File: config.mk
export PLATFORM = sky130hd
export DESIGN_NAME = staging_bump_allocator_with_pool_flat
export DESIGN_NICKNAME = d
export VERILOG_FILES = /design/src/hdl/sba_pkg.sv /design/src/hdl/sba_req_if.sv /design/src/hdl/sba_rsp_if.sv /design/src/hdl/sba_cfg_if.sv /design/src/hdl/sba_cell.sv /design/src/hdl/staging_bump_allocator_with_pool.sv /design/src/flat_wrapper.sv
export SDC_FILE = /design/constraint.sdc
export NUM_CORES = 1
export LEC_CHECK = 0
export BUFFER_PORTS_ARGS = -buffer_cell sky130_fd_sc_hd__buf_2
export CORE_MARGIN = 2
export CORE_UTILIZATION = 57
export DETAILED_ROUTE_END_ITERATION = 8
export PLACE_DENSITY = 0.75
export SETUP_SLACK_MARGIN = 0.02
export SLEW_MARGIN = 20
export SYNTH_ARGS = -nofsm -noshare
export SYNTH_HDL_FRONTEND = slang
export SYNTH_SLANG_ARGS = --single-unit
File: constraint.sdc
create_clock -name i_clk -period 7 [get_ports i_clk]
set_input_delay 0 -clock i_clk [delete_from_list [all_inputs] [get_ports i_clk]]
set_output_delay 0 -clock i_clk [all_outputs]
set_load 0.1 [all_outputs]
File: src/hdl/sba_pkg.sv
package sba_pkg;

    localparam int SIZE_W = 32;
    localparam int ALOG_W = 5;
    localparam int BUSY_W = 9;
    localparam int ID_W   = 4;
    localparam int OFF_W  = 21;
    localparam int CNT_W  = 4;
    // holds any aligned offset plus any aligned size
    localparam int SUM_W  = 34;

    typedef enum logic {
        S_IDLE,
        S_COMMIT
    } t_state;

    // shared control seen by every pool cell
    typedef struct packed {
        logic              search_en;
        logic              append;
        logic              upd;
        logic [ID_W-1:0]   app_id;
        logic [CNT_W-1:0]  count;
        logic [CNT_W-1:0]  fill;
        logic [BUSY_W-1:0] busy;
    } t_pool_ctl;

    // value passed from cell to cell along the row
    typedef struct packed {
        logic            found;
        logic            shift;
        logic [ID_W-1:0] id;
    } t_chain;

    // ids without a mask bit count as idle
    function automatic logic is_busy(input logic [ID_W-1:0] id,
                                     input logic [BUSY_W-1:0] mask);
        logic r;
        r = 1'b0;
        if (id < ID_W'(BUSY_W)) begin
            r = mask[id[ID_W-1:0]];
        end
        return r;
    endfunction

endpackage

File: src/hdl/sba_req_if.sv
interface sba_req_if;
    import sba_pkg::*;

    logic              valid;
    logic              ready;
    logic              mode;
    logic [SIZE_W-1:0] request_bytes;
    logic [ALOG_W-1:0] align_log2;
    logic [BUSY_W-1:0] busy_mask;

    modport source (output valid, mode, request_bytes, align_log2, busy_mask, input ready);
    modport sink   (input valid, mode, request_bytes, align_log2, busy_mask, output ready);
endinterface

File: src/hdl/sba_rsp_if.sv
interface sba_rsp_if;
    import sba_pkg::*;

    logic             valid;
    logic             ready;
    logic [ID_W-1:0]  buffer_id;
    logic [OFF_W-1:0] range_offset;
    logic             dedicated;
    logic             created_new;
    logic             waited_oldest;

    modport source (output valid, buffer_id, range_offset, dedicated, created_new,
                    waited_oldest, input ready);
    modport sink   (input valid, buffer_id, range_offset, dedicated, created_new,
                    waited_oldest, output ready);
endinterface

File: src/hdl/sba_cfg_if.sv
interface sba_cfg_if;
    logic valid;
    logic ready;
    logic accel_no_reuse;

    modport source (output valid, accel_no_reuse, input ready);
    modport sink   (input valid, accel_no_reuse, output ready);
endinterface

File: src/hdl/sba_cell.sv
module sba_cell #(
    parameter int IDX = 0
) (
    input  logic                       i_clk,
    input  sba_pkg::t_pool_ctl         i_ctl,
    input  logic                       i_wait,
    input  logic [sba_pkg::ID_W-1:0]   i_next,
    output logic [sba_pkg::ID_W-1:0]   o_view,
    input  sba_pkg::t_chain            i_chain,
    output sba_pkg::t_chain            o_chain
);
    import sba_pkg::*;

    logic [ID_W-1:0] r_id;
    logic            w_in_pool;
    logic            w_idle;
    logic            w_take;

    // entry as it looks after the current buffer is appended
    assign o_view    = (i_ctl.append && i_ctl.count == CNT_W'(IDX)) ? i_ctl.app_id : r_id;
    assign w_in_pool = CNT_W'(IDX) < i_ctl.fill;
    assign w_idle    = w_in_pool && !is_busy(o_view, i_ctl.busy);
    assign w_take    = (i_ctl.search_en && !i_chain.found && w_idle)
                     || (i_wait && IDX == 0);

    always_comb begin
        o_chain.found = i_chain.found || (i_ctl.search_en && w_idle);
        o_chain.shift = i_chain.shift || w_take;
        o_chain.id    = w_take ? o_view : i_chain.id;
    end

    always_ff @(posedge i_clk) begin
        if (i_ctl.upd) begin
            r_id <= o_chain.shift ? i_next : o_view;
        end
    end
endmodule

File: src/hdl/staging_bump_allocator_with_pool.sv
// staging bump allocator: hands out byte ranges from fixed size staging
// buffers of BUFFER_BYTES bytes, named by 4-bit ids in order of creation.
// each request word gives mode (0 allocate, 1 trim), a size, an alignment
// exponent and a busy mask for ids 0 to 8; each accepted word yields exactly
// one result word with the buffer id, the offset inside it and the flags
// dedicated, created_new and waited_oldest. a request larger than a buffer
// only sets dedicated and leaves the state alone; trim drops every buffer.
// when a range does not fit, the current buffer joins the back of an
// oldest-first pool of up to MAX_POOL entries, held in a row of cells that
// each keep one id and shift toward the front when an entry is taken out.
// a word passes through the accept cycle (offset rewind and
// alignment) and the commit cycle (fit check, pool search along the cell
// row, state update); the commit waits while an older result sits in
// the result register on o_rsp.ready. the next request word is taken once
// the commit is done, so one result may still wait in the output register
// while the next word is worked on. the config word accel_no_reuse may be
// written any time the block is idle; it is always ready.
module staging_bump_allocator_with_pool #(
    parameter int BUFFER_BYTES = 1048576,
    parameter int MAX_POOL     = 8
) (
    input  logic      i_clk,
    input  logic      i_rst_n,
    sba_req_if.sink   i_req,
    sba_rsp_if.source o_rsp,
    sba_cfg_if.sink   i_cfg
);
    import sba_pkg::*;

    // fill offset holds up to BUFFER_BYTES + 1
    localparam int FW = $clog2(BUFFER_BYTES + 2);

    // control state
    t_state          r_state;
    t_state          n_state;
    logic            r_accel;
    logic            r_cur_valid;
    logic [ID_W-1:0] r_cur_id;
    logic [FW-1:0]   r_fill;
    logic [CNT_W-1:0] r_pool_cnt;
    logic [ID_W-1:0] r_created;
    logic            r_o_valid;

    // word captured at accept
    logic              r_trim;
    logic              r_ded;
    logic              r_new;
    logic [ID_W-1:0]   r_cid;
    logic [SUM_W-1:0]  r_off;
    logic [SUM_W-1:0]  r_asz;
    logic [SIZE_W-1:0] r_size;
    logic [BUSY_W-1:0] r_busy;

    // result word
    logic [ID_W-1:0]  r_o_id;
    logic [OFF_W-1:0] r_o_off;
    logic             r_o_ded;
    logic             r_o_new;
    logic             r_o_wait;

    logic w_accept;
    logic w_fire;

    // accept cycle
    logic [ID_W-1:0]  w_cur_eff;
    logic [SUM_W-1:0] w_off0;
    logic [SUM_W-1:0] w_mask;
    logic [SUM_W-1:0] w_off_al;
    logic [SUM_W-1:0] w_asz;
    logic             w_ded;

    // commit cycle
    logic [SUM_W-1:0] w_sum;
    logic             w_ovf;
    logic [ID_W-1:0]  w_cc1;
    logic [ID_W-1:0]  w_cc_fin;
    logic             w_full;
    logic             w_found;
    logic             w_wait;
    logic             w_mk_new;
    logic [ID_W-1:0]  w_id_fin;
    logic [CNT_W-1:0] w_pc_fin;
    logic [SUM_W-1:0] w_end_raw;
    logic [SUM_W-1:0] w_end;
    t_pool_ctl        w_ctl;

    logic [ID_W-1:0] w_view  [MAX_POOL+1];
    t_chain          w_chain [MAX_POOL+1];

    assign i_cfg.ready = 1'b1;

    // state machine: next state
    always_comb begin
        n_state = r_state;
        case (r_state)
            S_IDLE: begin
                if (w_accept) begin
                    n_state = S_COMMIT;
                end
            end
            S_COMMIT: begin
                if (w_fire) begin
                    n_state = S_IDLE;
                end
            end
            default: n_state = S_IDLE;
        endcase
    end

    // state machine: outputs
    always_comb begin
        i_req.ready = 1'b0;
        w_fire      = 1'b0;
        case (r_state)
            S_IDLE:   i_req.ready = 1'b1;
            S_COMMIT: w_fire = !r_o_valid || o_rsp.ready;
            default:  i_req.ready = 1'b0;
        endcase
    end

    assign w_accept = i_req.valid && i_req.ready;

    // accept cycle: pick the buffer, rewind if it is idle and accel_no_reuse is off, align the offset
    assign w_cur_eff = r_cur_valid ? r_cur_id : r_created;
    assign w_off0    = (!is_busy(w_cur_eff, i_req.busy_mask) && !r_accel)
                     ? '0 : SUM_W'(r_fill);
    assign w_mask    = (SUM_W'(1) << i_req.align_log2) - SUM_W'(1);
    assign w_off_al  = (w_off0 + w_mask) & ~w_mask;
    // the offset is already aligned, so aligning the end equals offset + aligned size
    assign w_asz     = (SUM_W'(i_req.request_bytes) + w_mask) & ~w_mask;
    assign w_ded     = SUM_W'(i_req.request_bytes) > SUM_W'(BUFFER_BYTES);

    always_ff @(posedge i_clk) begin
        if (w_accept) begin
            r_trim <= i_req.mode;
            r_ded  <= w_ded;
            r_new  <= !r_cur_valid;
            r_cid  <= w_cur_eff;
            r_off  <= w_off_al;
            r_asz  <= w_asz;
            r_size <= i_req.request_bytes;
            r_busy <= i_req.busy_mask;
        end
    end

    // commit cycle: does the range fit
    assign w_sum = r_off + SUM_W'(r_size);
    assign w_ovf = w_sum > SUM_W'(BUFFER_BYTES);
    assign w_cc1 = r_created + ID_W'(r_new);

    // pool control for the cell row
    always_comb begin
        w_ctl.search_en = w_ovf && !r_accel;
        w_ctl.append    = w_ovf && (r_pool_cnt < CNT_W'(MAX_POOL));
        w_ctl.upd       = w_fire && !r_trim && !r_ded && w_ovf;
        w_ctl.app_id    = r_cid;
        w_ctl.count     = r_pool_cnt;
        w_ctl.fill      = r_pool_cnt + CNT_W'(w_ctl.append);
        w_ctl.busy      = r_busy;
    end

    assign w_view[MAX_POOL] = '0;
    assign w_chain[0]       = '0;

    for (genvar g = 0; g < MAX_POOL; g++) begin : g_cell
        sba_cell #(
            .IDX (g)
        ) u_cell (
            .i_clk   (i_clk),
            .i_ctl   (w_ctl),
            .i_wait  (w_wait),
            .i_next  (w_view[g+1]),
            .o_view  (w_view[g]),
            .i_chain (w_chain[g]),
            .o_chain (w_chain[g+1])
        );
    end

    // no idle pooled buffer: make a new one, or wait on the oldest when the pool is full
    assign w_found  = w_chain[MAX_POOL].found;
    assign w_full   = w_ctl.fill == CNT_W'(MAX_POOL);
    assign w_wait   = w_ovf && !w_found && w_full;
    assign w_mk_new = w_ovf && !w_found && !w_full;
    assign w_id_fin = !w_ovf ? r_cid
                    : (w_found || w_wait) ? w_chain[MAX_POOL].id : w_cc1;
    assign w_cc_fin = w_cc1 + ID_W'(w_mk_new);
    assign w_pc_fin = w_ctl.fill - CNT_W'(w_found || w_wait);

    // new fill offset, held at one past the end when it runs over
    assign w_end_raw = w_ovf ? r_asz : r_off + r_asz;
    assign w_end     = (w_end_raw > SUM_W'(BUFFER_BYTES)) ? SUM_W'(BUFFER_BYTES + 1) : w_end_raw;

    always_ff @(posedge i_clk) begin
        if (!i_rst_n) begin
            r_state     <= S_IDLE;
            r_accel     <= 1'b0;
            r_cur_valid <= 1'b0;
            r_cur_id    <= '0;
            r_fill      <= '0;
            r_pool_cnt  <= '0;
            r_created   <= '0;
            r_o_valid   <= 1'b0;
        end else begin
            r_state <= n_state;
            if (i_cfg.valid) begin
                r_accel <= i_cfg.accel_no_reuse;
            end
            if (w_fire) begin
                r_o_valid <= 1'b1;
                if (r_trim) begin
                    r_cur_valid <= 1'b0;
                    r_cur_id    <= '0;
                    r_fill      <= '0;
                    r_pool_cnt  <= '0;
                    r_created   <= '0;
                end else if (!r_ded) begin
                    r_cur_valid <= 1'b1;
                    r_cur_id    <= w_id_fin;
                    r_fill      <= FW'(w_end);
                    r_pool_cnt  <= w_pc_fin;
                    r_created   <= w_cc_fin;
                end
            end else if (o_rsp.ready) begin
                r_o_valid <= 1'b0;
            end
        end
    end

    // result word
    always_ff @(posedge i_clk) begin
        if (w_fire) begin
            if (r_trim || r_ded) begin
                r_o_id   <= '0;
                r_o_off  <= '0;
                r_o_ded  <= !r_trim;
                r_o_new  <= 1'b0;
                r_o_wait <= 1'b0;
            end else begin
                r_o_id   <= w_id_fin;
                r_o_off  <= w_ovf ? '0 : r_off[OFF_W-1:0];
                r_o_ded  <= 1'b0;
                r_o_new  <= w_ovf ? w_mk_new : r_new;
                r_o_wait <= w_wait;
            end
        end
    end

    assign o_rsp.valid         = r_o_valid;
    assign o_rsp.buffer_id     = r_o_id;
    assign o_rsp.range_offset  = r_o_off;
    assign o_rsp.dedicated     = r_o_ded;
    assign o_rsp.created_new   = r_o_new;
    assign o_rsp.waited_oldest = r_o_wait;
endmodule

File: src/flat_wrapper.sv
// flat-port wrapper written by rule: the top's interface ports become plain ports
module staging_bump_allocator_with_pool_flat import sba_pkg::*;
#(
    parameter int BUFFER_BYTES = 1048576,
    parameter int MAX_POOL     = 8
)
  (i_clk, i_rst_n, i_req_valid, i_req_mode, i_req_request_bytes, i_req_align_log2, i_req_busy_mask, i_req_ready, o_rsp_valid, o_rsp_buffer_id, o_rsp_range_offset, o_rsp_dedicated, o_rsp_created_new, o_rsp_waited_oldest, o_rsp_ready, i_cfg_valid, i_cfg_accel_no_reuse, i_cfg_ready);
  sba_req_if i_req_i ();
  sba_rsp_if o_rsp_i ();
  sba_cfg_if i_cfg_i ();
  input  logic i_clk;
  input  logic i_rst_n;
  input wire logic [$bits(i_req_i.valid)-1:0] i_req_valid;
  input wire logic [$bits(i_req_i.mode)-1:0] i_req_mode;
  input wire logic [$bits(i_req_i.request_bytes)-1:0] i_req_request_bytes;
  input wire logic [$bits(i_req_i.align_log2)-1:0] i_req_align_log2;
  input wire logic [$bits(i_req_i.busy_mask)-1:0] i_req_busy_mask;
  output wire logic [$bits(i_req_i.ready)-1:0] i_req_ready;
  output wire logic [$bits(o_rsp_i.valid)-1:0] o_rsp_valid;
  output wire logic [$bits(o_rsp_i.buffer_id)-1:0] o_rsp_buffer_id;
  output wire logic [$bits(o_rsp_i.range_offset)-1:0] o_rsp_range_offset;
  output wire logic [$bits(o_rsp_i.dedicated)-1:0] o_rsp_dedicated;
  output wire logic [$bits(o_rsp_i.created_new)-1:0] o_rsp_created_new;
  output wire logic [$bits(o_rsp_i.waited_oldest)-1:0] o_rsp_waited_oldest;
  input wire logic [$bits(o_rsp_i.ready)-1:0] o_rsp_ready;
  input wire logic [$bits(i_cfg_i.valid)-1:0] i_cfg_valid;
  input wire logic [$bits(i_cfg_i.accel_no_reuse)-1:0] i_cfg_accel_no_reuse;
  output wire logic [$bits(i_cfg_i.ready)-1:0] i_cfg_ready;
  assign i_req_i.valid = i_req_valid;
  assign i_req_i.mode = i_req_mode;
  assign i_req_i.request_bytes = i_req_request_bytes;
  assign i_req_i.align_log2 = i_req_align_log2;
  assign i_req_i.busy_mask = i_req_busy_mask;
  assign i_req_ready = i_req_i.ready;
  assign o_rsp_valid = o_rsp_i.valid;
  assign o_rsp_buffer_id = o_rsp_i.buffer_id;
  assign o_rsp_range_offset = o_rsp_i.range_offset;
  assign o_rsp_dedicated = o_rsp_i.dedicated;
  assign o_rsp_created_new = o_rsp_i.created_new;
  assign o_rsp_waited_oldest = o_rsp_i.waited_oldest;
  assign o_rsp_i.ready = o_rsp_ready;
  assign i_cfg_i.valid = i_cfg_valid;
  assign i_cfg_i.accel_no_reuse = i_cfg_accel_no_reuse;
  assign i_cfg_ready = i_cfg_i.ready;
  staging_bump_allocator_with_pool #(.BUFFER_BYTES(BUFFER_BYTES), .MAX_POOL(MAX_POOL)) u_core (.i_clk(i_clk), .i_rst_n(i_rst_n), .i_req(i_req_i), .o_rsp(o_rsp_i), .i_cfg(i_cfg_i));
endmodule
==> results of run 1 <==
-- per-layer routing --
layer | up-vias | share of wire [%] | track usage, %
met5 | - | 0 | 0
met4 | 0 | 4.7 | 14.1
met3 | 167 | 8.1 | 4.65
met2 | 838 | 46 | 56.5
met1 | 7664 | 41 | 46.9
li1 | 7536 | - | -
-- cell usage in the layout, fill, tap and decap left out, types with 51 or more instances in the layout --
master	instances
nor2_1	202
edfxtp_1	176
nand2_1	141
a21oi_1	126
ha_1	117
o21ai_0	96
buf_2	82
mux2i_1	81
nor3_1	73
inv_1	71
nand3_1	51
-- layout make-up --
type / count / area, um2 / share of cell area, %
Clock buffer: 31 / 648 / 3.27
Clock inverter: 14 / 196 / 0.992
Inverter: 74 / 278 / 1.40
Multi-Input combinational cell: 1561 / 10900 / 54.9
Sequential cell: 213 / 6030 / 30.4
Tap cell: 390 / 488 / 2.47
Timing Repair Buffer: 182 / 1290 / 6.50
-- registers in the layout, indices dropped and copies added, names as in the netlist, 4 cells and up --
| register | cells |
|---|---|
| u_core.g_cell.u_cell.r_id | 32 |
| u_core.r_busy | 9 |
| u_core.r_off | 34 |
| u_core.r_cur_id | 4 |
| u_core.r_asz | 34 |
| u_core.o_rsp.range_offset | 21 |
| u_core.r_fill | 21 |
| u_core.r_created | 4 |
| u_core.r_pool_cnt | 4 |
| u_core.o_rsp.buffer_id | 4 |
| u_core.r_cid | 4 |
| u_core.r_size | 32 |
-- cell families after synthesis --
| kind of cell | Yosys count |
|---|---|
| xor+xnor | 74 |
| flops | 213 |
| simple gates | 722 |
| mux | 111 |
| other cells | 2 |
| buf+inv | 147 |
| compound gates | 520 |
| fa+ha+maj | 129 |
-- report_power, final --
part / internal [W] / leakage, nW / switching [W]
clock network: 0.000838 / 0.406 / 0.000544
logic: 0.000390 / 5.61 / 0.000639
registers: 0.00145 / 2.00 / 0.0000607
total: 0.00268 / 8.01 / 0.00124
-- through the flow --
stage                     util (%)  area, um2  std cells
after floorplan                  -      17400       1921
after global placement        61.6      18300       2368
after detailed placement      61.6      18300       2368
after CTS                     66.1      19700       2463
after global routing          66.4      19800       2465
final                         66.4      19800       2465
-- timing repair --
item / in CTS / in global routing
gates resized for setup: 0 / 21
hold buffers: 50 / 0
setup buffers: 0 / 2
setup endpoints to repair: 0 / 41
endpoints found under the hold margin: 51 / 0
-- synthesized netlist by cell type (7+ instances only) --
cell / number
a21o_1: 35
nand2_1: 142
xnor2_1: 41
nor2_1: 206
nand2b_1: 33
a22oi_1: 7
or2_2: 11
and3_1: 46
o31ai_1: 15
clkbuf_1: 55
a21boi_0: 21
a211oi_1: 20
nand3_1: 51
inv_1: 71
o21ai_0: 98
nor3b_1: 12
a31oi_1: 13
o31a_1: 7
and2_1: 31
mux2i_1: 81
dfxtp_1: 37
or3_1: 24
a21oi_1: 127
o22ai_1: 16
a2111oi_0: 9
nor4_1: 21
o21bai_1: 13
nand4_1: 25
nor2b_1: 18
nor3_1: 73
edfxtp_1: 176
xor2_1: 33
ha_1: 125
o21a_1: 23
mux2_2: 17
o211ai_1: 22
-- worst max-delay path: cells and delay by family (launching register included) --
kind            cells  cell delay, ns
compound gates     10            3.15
fa+ha+maj           1            0.28
buf+inv             4            0.88
flops               1            0.45
simple gates        8            1.66
-- worst paths after layout --
path | from | end | slack, ns
setup / recovery | u_core.r_off[4] | u_core.o_rsp.buffer_id[2] | 0.30
hold / removal | i_req_align_log2[1] | u_core.r_off[29] | 0.16
setup reg to reg | u_core.r_off[4] | u_core.o_rsp.buffer_id[2] | 0.30
hold reg to reg | u_core.r_fill[3] | u_core.r_fill[3] | 0.44
==> metrics.md, run 1 <==
| Metric | Value |
|---|---|
| Status | complete, no violations |
| Pin count of the biggest net entering global routing | a little over 70 |
| Synth Area in XOR/XNOR | approximately 3.7% |
| Critical path's slowest cell | o311ai_0 |
| EDFF count, synth | 176 |
| Drt first-iter violations | about 1700 |
| Initial antenna violation count | 0 |
| CTS clk-pin slew, worst paths | 0.06 ns |
| Final net count | roughly 2200 |
| CP startpoint kind | flop |
| Worst Skew | approximately 0.017 ns |
| Mean number of vias per cell | between 6 and 7 |
| Syn-to-layout area delta | 13.9% |
| Hold Path Class | input pin to flop |
| Unrepaired setup endpoints after global routing | true |
| Initial DRT Pass Iterations | 5 |
| Sequential area share after synthesis | about a third |
| Worst endpoint required time | 7.27 ns |
| Synth warn | 0 |
| Post-Syn Area | ~0.017 mm2 |
| Final min period | between 6 and 7 ns |
| Power after layout | between 0.003 and 0.004 W |
| Worst Setup End Kind | flop |
| Syn Area/Cell | 9.06 um2 |
| Worst slew pin tran | 1.10 ns |
| TritonCTS clock tree | done |
| Worst Hold Depth | 2 |
| Clock latency on the worst-skew pair | about 0.54 ns |
| First-pass GRT wire length | between 80 and 90 mm |
| Critical path fanouts, max | 11 |
| Post-synthesis mux area share | 7.23% |
| Ranking of synthesized cells by area | edfxtp_1, ha_1, mux2i_1, nor2_1, dfxtp_1 |
| Yosys reg bits | 213 |
| FP Rows | 63 |
| Fmax | about 150 MHz |
| Clock tree buffer depth | 3 |
| Sinks on Clock Net | between 200 and 250 |
| Fraction of layout cells with a size suffix above 1 | between 10 and 15% |
| Crit path largest cell delay | about 0.62 ns |
| Compound-Gate Fraction of Synth Area | 20.7% |
| IO buf count | 82 |
| Clock Tree Root | clkbuf_16 |
| CP Class | flop to flop |
| Drt wl/cell | 22.7 um |
| Leakage power total | 8.01 nW |
| DRC violations left | 0 |
| VDD IR max | 0.000181 V |
| IO Pins | 84 |
| Post-Synth Simple-Gate Area | 20.7% |
| Final Max Tran Viols | 0 |
| Fin. Hold Viols | 0 |
| Routed Antenna Nets | 0 |
| Inserted Diodes | 0 |
| CP Cell Sequence | ha_1 -> or3_1 -> nor2_1 -> a21o_1 -> o211ai_1 -> buf_4 -> a41o_1 -> a311oi_1 -> a2111oi_2 -> and4_4 -> a21oi_2 -> buf_4 -> nor3_1 -> o311ai_0 -> buf_4 -> and3_1 -> nor2_1 -> and3_2 -> buf_4 -> a31oi_4 -> nor2_1 -> o31ai_1 -> a21oi_1 |
| Placer Congestion | between 1 and 1.5 |
| Reg2reg path depth | 23 |
| Main flop type after synthesis | edfxtp_1 |
| GRT overflow | 0 |
| Pre-CTS WS | around 0.26 ns |
| DP HPWL | roughly 42 mm |
| Period Utilization, post-route | a little over nine tenths |
| Drt total wl | about 56 mm |
| CTS H-tree depth | 1 |
| Max-slew headroom | 26.7% |
| Yosys cell types | between 100 and 150 |
| Post-Synth Adder-Cell Area | around a tenth |
| DIE WIDTH | between 150 and 200 um |
| Cell taking the most area after synthesis | edfxtp_1 |
| Area fraction of the dominant cell type after synthesis | between 30% and 40% |
| Power Density | 198 mW/mm2 |
| Setup ws final | around 0.3 ns |
| Worst hold margin | 0.162 ns |
| Core box area | 0.0298 mm2 |
| Vias in the first global route | approximately 15000 |
| Most common cell on crit path | buf_4 |
| Arr. time, crit path | between 6 and 7 ns |
| Initial Util | about three fifths |
| DIE AREA | around 0.032 mm2 |
| Main combinational cell family by area after synthesis | compound AO/OA/AOI/OAI gates |
| Vias | 16200 |
| TritonCTS Buffers | 25 |
| Fill count | about 2400 |
| Die Ht | 179 um |
| Synth Instances | roughly 1900 |
| Setup violations, final | 0 |
| # Max-Cap Violations | 0 |
| GRT Total Usage | a little over a third |
| Setup TNS | 0 ns |
| Ys async rst share | 0% |
Power figures use the tool's default switching activity.
==> run 2, diff against run 1 <==
--- a/config.mk
+++ b/config.mk
@@ -5,11 +5,10 @@
 export SDC_FILE = /design/constraint.sdc
 export NUM_CORES = 1
 export LEC_CHECK = 0
-export BUFFER_PORTS_ARGS = -buffer_cell sky130_fd_sc_hd__buf_2
-export CORE_MARGIN = 2
-export CORE_UTILIZATION = 57
+export CORE_UTILIZATION = 40
 export DETAILED_ROUTE_END_ITERATION = 8
-export PLACE_DENSITY = 0.75
+export DONT_BUFFER_PORTS = 1
+export PLACE_DENSITY = 0.53
 export SETUP_SLACK_MARGIN = 0.02
 export SLEW_MARGIN = 20
 export SYNTH_ARGS = -nofsm -noshare
==> run 2 against run 1 <==
- count of clock-buffer cells in the layout is 6 higher
- hold slack worse by 0.13 ns
- total power is 2.0% higher
- wire length is 9.3% higher
- non-clock buffer count is 51 lower
- sequential share of layout area is 0.33 points lower
- largest power group unchanged
- critical endpoint is now u_core.g_cell[6].u_cell.r_id[3]
- maximum frequency is 0.29% lower
- flip-flop and latch count stayed put
==> metrics.md, run 2 (same netlist as run 1, synthesis figures left out) <==
| Metric | Value |
|---|---|
| Status | complete, no violations |
| Placed Area | 0.0183 mm2 (-0.14%) |
| Placer Congestion | 0.962 (-6.3%) |
| Pre-CTS WS | 0.141 ns (-0.116 ns) |
| Syn-to-layout area delta | 15.2% |
| Switching part of the total | 32.0% (+0.29 points) |
| Drt first-iter violations | 1290 (-23%) |
| DIE AREA | 0.0443 mm2 (+39%) |
| Fin. Hold Viols | 0 (unchanged) |
| Initial DRT Pass Iterations | 6 (+1) |
| CTS H-tree depth | 1 (unchanged) |
| Power Density | 200 mW/mm2 (+0.91%) |
| Mean number of vias per cell | 6.01 (-8.6%) |
| IO Pins | 84 (unchanged) |
| Worst Skew | 0.0160 ns (-0.000960 ns) |
| Setup ws final | 0.278 ns (-0.0197 ns) |
| Initial Util | 41.0% (-17 points) |
| TritonCTS Buffers | 28 (+12%) |
| Gate power share | 24.4% (-1.8 points) |
| Vias in the first global route | 15300 (+1.3%) |
| CP startpoint kind | flop |
| Worst slew pin tran | 1.09 ns (-0.00858 ns) |
| Final net count | 2191 (-2.1%) |
| Sinks on Clock Net | 213 (unchanged) |
| Setup TNS | 0 ns (unchanged) |
| First-pass GRT wire length | 92.1 mm (+7.5%) |
| Max-slew headroom | 27.2% (+0.57 points) |
| Fmax | 149 MHz (-0.29%) |
| DIE WIDTH | 210 um (+18%) |
| Fraction of layout cells with a size suffix above 1 | 10.6% (-1.9 points) |
| FP Rows | 75 (+19%) |
| # Max-Cap Violations | 0 (unchanged) |
| IO buf count | 0 (-100%) |
| Critical path fanouts, max | 7 (-4) |
| Most common cell after layout, fill and taps aside | nor2_1 |
| Pint | 0.00272 W (+1.6%) |
| Drt wl/cell | 23.4 um (+3.3%) |
| Unrepaired setup endpoints after global routing | true |
| Clock Tree Root | clkbuf_16 |
| Pin count of the biggest net entering global routing | 68 (-4.2%) |
| Worst endpoint required time | 7.27 ns (about the same) |
| Clock latency on the worst-skew pair | 0.57 ns (+0.03 ns) |
| Clock share of power | 36.5% (+1.3 points) |
| GRT overflow | 0 (unchanged) |
| Die Ht | 210 um (+18%) |
| Setup violations, final | 0 (unchanged) |
| Leakage power total | 7.89 nW (-1.5%) |
| Fill count | 4126 (+72%) |
| GRT Total Usage | 27.3% (-7.5 points) |
| Routed Antenna Nets | 0 (unchanged) |
| Vias | 15700 (-3.3%) |
| Largest regs | u_core.r_asz (34), u_core.r_off (34) |
| Most frequent cells in the layout | nor2_1, edfxtp_1, nand2_1, a21oi_1, ha_1 |
| CP Class | flop to flop |
| Power after layout | 0.00400 W (+2.0%) |
| Inserted Diodes | 0 (unchanged) |
| Psw | 0.00128 W (+3.0%) |
| Clock tree buffer depth | 3 (unchanged) |
| CTS clk-pin slew, worst paths | 0.06 ns (about the same) |
| VDD IR max | 0.000189 V (+4.8%) |
| Design area | 0.0200 mm2 (+1.1%) |
| Arr. time, crit path | 7.00 ns (+0.03 ns) |
| Core box area | 0.0424 mm2 (+42%) |
| Final Max Tran Viols | 0 (unchanged) |
| Hold Path Class | input pin to flop |
| DRC violations left | 0 (unchanged) |
| Initial antenna violation count | 2 (+2) |
| Reg power frac | 39.1% (+0.6 points) |
| DP HPWL | 45.7 mm (+9.2%) |
| Period Utilization, post-route | 96.0% (+0.28 points) |
| Drt total wl | 61.0 mm (+9.3%) |
| Worst hold margin | 0.0351 ns (-0.126 ns) |
| Worst Setup End Kind | flop |
| Final min period | 6.72 ns (+0.0197 ns) |
| TritonCTS clock tree | done |
-- run 2: worst paths after layout --
kind | start | to | slack [ns] | cells after the start
max | u_core.r_off[11] | u_core.g_cell[6].u_cell.r_id[3] | 0.28 | 26
min | i_req_request_bytes[24] | u_core.r_ded | 0.04 | 2
max reg2reg | u_core.r_off[11] | u_core.g_cell[6].u_cell.r_id[3] | 0.28 | 26
min reg2reg | u_core.r_fill[16] | u_core.r_fill[16] | 0.45 | 2
-- run 2: stage by stage --
step,utilization (%),std cells
5_1_grt,47.2,2608
3_5_place_dp,43.2,2492
4_1_cts,46.7,2599
6_report,47.2,2608
3_3_place_gp,43.2,2492
2_1_floorplan,-,1921
-- run 2: worst max-delay path, stage by stage, from the launching register on --
cell       delay (ns)
edfxtp_1         0.48
ha_4             0.35
nand4_1          0.21
o221a_1          0.31
nor2_1           0.15
and3b_4          0.25
o21a_1           0.21
or4b_1           0.58
a2111oi_4        0.33
nand4_1          0.21
nor2_4           0.14
nor2_1           0.05
ha_1             0.21
ha_1             0.22
xor2_1           0.23
a21boi_0         0.21
nor2_1           0.10
nor4b_1          0.36
and3_1           0.22
a311o_1          0.18
nor2_1           0.07
and3_1           0.18
buf_4            0.17
nand3_2          0.25
nand3b_2         0.24
nand2b_1         0.33
mux2i_1          0.17
-- run 2: routing by layer --
layer	vias to the layer above	share of wire [%]	global-route usage [%]
li1	7442	-	-
met1	7549	44	36.8
met2	541	44	42.6
met3	141	6.3	4.13
met4	0	5.2	13.6
met5	-	0	0
-- run 2: area by class of cell --
type / instances / area [um2] / share of cell area (%)
multi-input cells: 1561 / 10900 / 54.7
flip-flops and latches: 213 / 6030 / 30.1
repair buffers: 131 / 1120 / 5.60
clock buffers: 37 / 766 / 3.83
well taps: 577 / 722 / 3.61
inverters: 74 / 278 / 1.39
clock inverters: 15 / 159 / 0.794
-- run 2: repair_timing --
| item | in CTS | in global routing |
|---|---|---|
| hold buffers | 55 | 0 |
| setup endpoints to repair | 0 | 40 |
| resized for setup | 0 | 31 |
| buffers inserted | 0 | 9 |
| endpoints found under the hold margin | 118 | 0 |
-- run 2: power by group through the flow --
stage	clock [W]	combinational, W	sequential [W]
final	0.00146	0.000975	0.00157
after detailed placement	0	0.000898	0.00159
after floorplan	0	0.000679	0.00156
after global placement	0	0.000895	0.00159
after global routing	0.00153	0.00108	0.00157
after CTS	0.00149	0.000942	0.00156
==> run 3, diff against run 2 <==
==> constraint.sdc (replaced) <==
create_clock -name i_clk -period 7 [get_ports i_clk]
set_input_delay 1.4 -clock i_clk [delete_from_list [all_inputs] [get_ports i_clk]]
set_output_delay 1.4 -clock i_clk [all_outputs]
set_load 0.1 [all_outputs]
==> run 3 against run 2 <==
- register-to-register slack improved by 0.02 ns
- largest cell class unchanged
- total power shrank 0.98%
- critical path type unchanged
- clock skew increased by 0.016 ns
==> metrics.md, run 3 (same netlist as run 1, synthesis figures left out) <==
| Metric | Value |
|---|---|
| Worst hold margin | 0.439 ns (+0.404 ns) |
| Unrepaired setup endpoints after global routing | true |
| Vias in the first global route | 14600 (-4.3%) |
| Hold Path Class | flop to flop |
| Setup TNS | 0 ns (unchanged) |
| Design area | 0.0194 mm2 (-3.2%) |
| GRT overflow | 0 (unchanged) |
| Most frequent cells in the layout | nor2_1, edfxtp_1, nand2_1, a21oi_1, ha_1 |
| Power Density | 205 mW/mm2 (+2.3%) |
| Initial Util | 41.0% (unchanged) |
| Area of the multi-input gates | 0.0109 mm2 (-0.50%) |
| DIE AREA | 0.0443 mm2 (unchanged) |
| VDD IR max | 0.000180 V (-4.7%) |
| CP startpoint kind | flop |
| Crit path buf inv count | 1 (unchanged) |
| TritonCTS Buffers | 29 (+3.6%) |
| Max-slew headroom | 31.2% (+4.0 points) |
| Arr. time, crit path | 7.18 ns (+0.18 ns) |
| Worst slew pin tran | 1.03 ns (-0.0549 ns) |
| TritonCTS clock tree | done |
| Hold path endpoint | u_core.r_fill[16] |
| IO Pins | 84 (unchanged) |
| DIE WIDTH | 210 um (unchanged) |
| Worst hold start | u_core.r_fill[16] |
| Vias | 15300 (-2.6%) |
| Fmax | 149 MHz (+0.28%) |
| Clock latency on the worst-skew pair | 0.57 ns (about the same) |
| Register Area | 0.00603 mm2 (unchanged) |
| Leakage power total | 7.62 nW (-3.5%) |
| Drt wl/cell | 22.6 um (-3.3%) |
| Final min period | 6.70 ns (-0.0189 ns) |
| Reg-to-Reg End | u_core.r_cur_id[3] |
| Worst Hold Depth | 2 (unchanged) |
| Worst endpoint required time | 7.48 ns (+0.21 ns) |
| R2r setup slk | 0.30 ns (+0.02 ns) |
| Inserted Diodes | 0 (unchanged) |
| # Max-Cap Violations | 0 (unchanged) |
| Critical path's slowest cell | or4b_1 |
| Sinks on Clock Net | 213 (unchanged) |
| CP Class | flop to flop |
| Initial antenna violation count | 1 (-1) |
| Crit path largest cell delay | 0.54 ns (-0.04 ns) |
| Syn-to-layout area delta | 11.6% |
| FP Rows | 75 (unchanged) |
| Worst Skew | 0.0319 ns (+0.0160 ns) |
| Core box area | 0.0424 mm2 (unchanged) |
| Placed Area | 0.0183 mm2 (-0.21%) |
| Setup violations, final | 0 (unchanged) |
| Final Max Tran Viols | 0 (unchanged) |
| Largest regs | u_core.r_asz (34), u_core.r_off (34) |
| DRC violations left | 0 (unchanged) |
| Final net count | 2127 (-2.9%) |
| Placer Congestion | 0.962 (about the same) |
| CTS H-tree depth | 1 (unchanged) |
| Fraction of layout cells with a size suffix above 1 | 10.5% (-0.11 points) |
| Mean number of vias per cell | 6.00 (-0.17%) |
| Drt first-iter violations | 1179 (-8.6%) |
| GRT Total Usage | 25.8% (-1.5 points) |
| Most common cell after layout, fill and taps aside | nor2_1 |
| Critical path fanouts, max | 10 (+3) |
| Clock tree buffer depth | 3 (unchanged) |
| Period Utilization, post-route | 95.8% (-0.27 points) |
| Pin count of the biggest net entering global routing | 73 (+7.4%) |
| Die Ht | 210 um (unchanged) |
| Setup ws final | 0.297 ns (+0.0189 ns) |
| Fill count | 4155 (+0.70%) |
| CP top delay family | compound AO/OA/AOI/OAI gates |
| IO buf count | 0 (unchanged) |
| Worst Setup End Kind | flop |
| DP HPWL | 44.1 mm (-3.6%) |
| Drt total wl | 57.6 mm (-5.7%) |
| First-pass GRT wire length | 87.7 mm (-4.8%) |
| Cts hold-fix bufs | 0 (-100%) |
| Clock Tree Root | clkbuf_16 |
| Reg-to-Reg Start | u_core.r_off[16] |
| Reg2reg path depth | 25 (-3.8%) |
| Pre-CTS WS | 0.0809 ns (-0.0600 ns) |
| Routed Antenna Nets | 0 (unchanged) |
| Status | complete, no violations |
| Initial DRT Pass Iterations | 5 (-1) |
| Fin. Hold Viols | 0 (unchanged) |
| CTS clk-pin slew, worst paths | 0.06 ns (about the same) |
==> run 3: worst reg2reg max path: stages (launching register included) <==
cell       delay [ns]
edfxtp_1         0.46
ha_2             0.46
nand4_1          0.18
nor3_1           0.23
o211ai_1         0.17
and3b_4          0.24
o21a_1           0.20
or4b_1           0.54
a2111oi_2        0.35
nand4_1          0.14
buf_4            0.18
nor2_4           0.08
nor2_1           0.05
ha_1             0.21
ha_1             0.22
xor2_1           0.20
nor2_1           0.12
a211oi_1         0.44
o211ai_1         0.15
a221o_1          0.32
a21bo_1          0.33
mux2_4           0.34
a32o_1           0.23
a2111oi_4        0.38
nor4bb_4         0.10
o41ai_2          0.28
==> run 3: final cells by class <==
cell class                 count  area share, %
clock buffer                  38           4.18
multi-input combinational   1561           56.2
inverter                      74           1.43
clock inverter                15          0.730
timing repair buffer          66           2.66
sequential                   213           31.1
tap                          577           3.73
==> run 3: worst max path at each step <==
| stage | startpoint | end | slack, ns | cells past startpoint |
|---|---|---|---|---|
| CTS | u_core.r_off[13] | u_core.r_created[3] | 0.09 | 30 |
| global route | u_core.r_off[10] | u_core.r_created[3] | -0.02 | 31 |
| global placement | i_req_busy_mask[2] | u_core.r_off[26] | 0.04 | 26 |
| floorplan | u_core.r_off[10] | u_core.r_pool_cnt[2] | 0.14 | 33 |
| detailed placement | i_req_busy_mask[6] | u_core.r_off[26] | 0.08 | 26 |
| finish | u_core.r_off[16] | u_core.r_cur_id[3] | 0.30 | 25 |
==> run 3: layer usage <==
metal	track usage, %	vias to the layer above	part of all wire, %
li1	-	7312	-
met1	34.4	7307	44
met2	41.6	535	45
met3	5.02	109	7.2
met4	9.37	0	3.6
met5	0	-	0
==> run 3: where the power goes <==
group / internal, W / switching, W
sequential: 0.00145 / 0.000110
clock: 0.000885 / 0.000595
combinational: 0.000367 / 0.000556
==> run 3: what timing repair did <==
item | 4_1_cts | 5_1_grt
gates resized for setup | 0 | 23
buffers inserted | 0 | 3
setup endpoints to repair | 0 | 29
==> run 3: through the flow <==
step / instances / utilization (%) / total power, W
2_1_floorplan: 1921 / - / 0.00224
3_3_place_gp: 2487 / 43.1 / 0.00247
3_5_place_dp: 2487 / 43.1 / 0.00248
4_1_cts: 2540 / 45.3 / 0.00397
5_1_grt: 2544 / 45.7 / 0.00414
6_report: 2544 / 45.7 / 0.00396
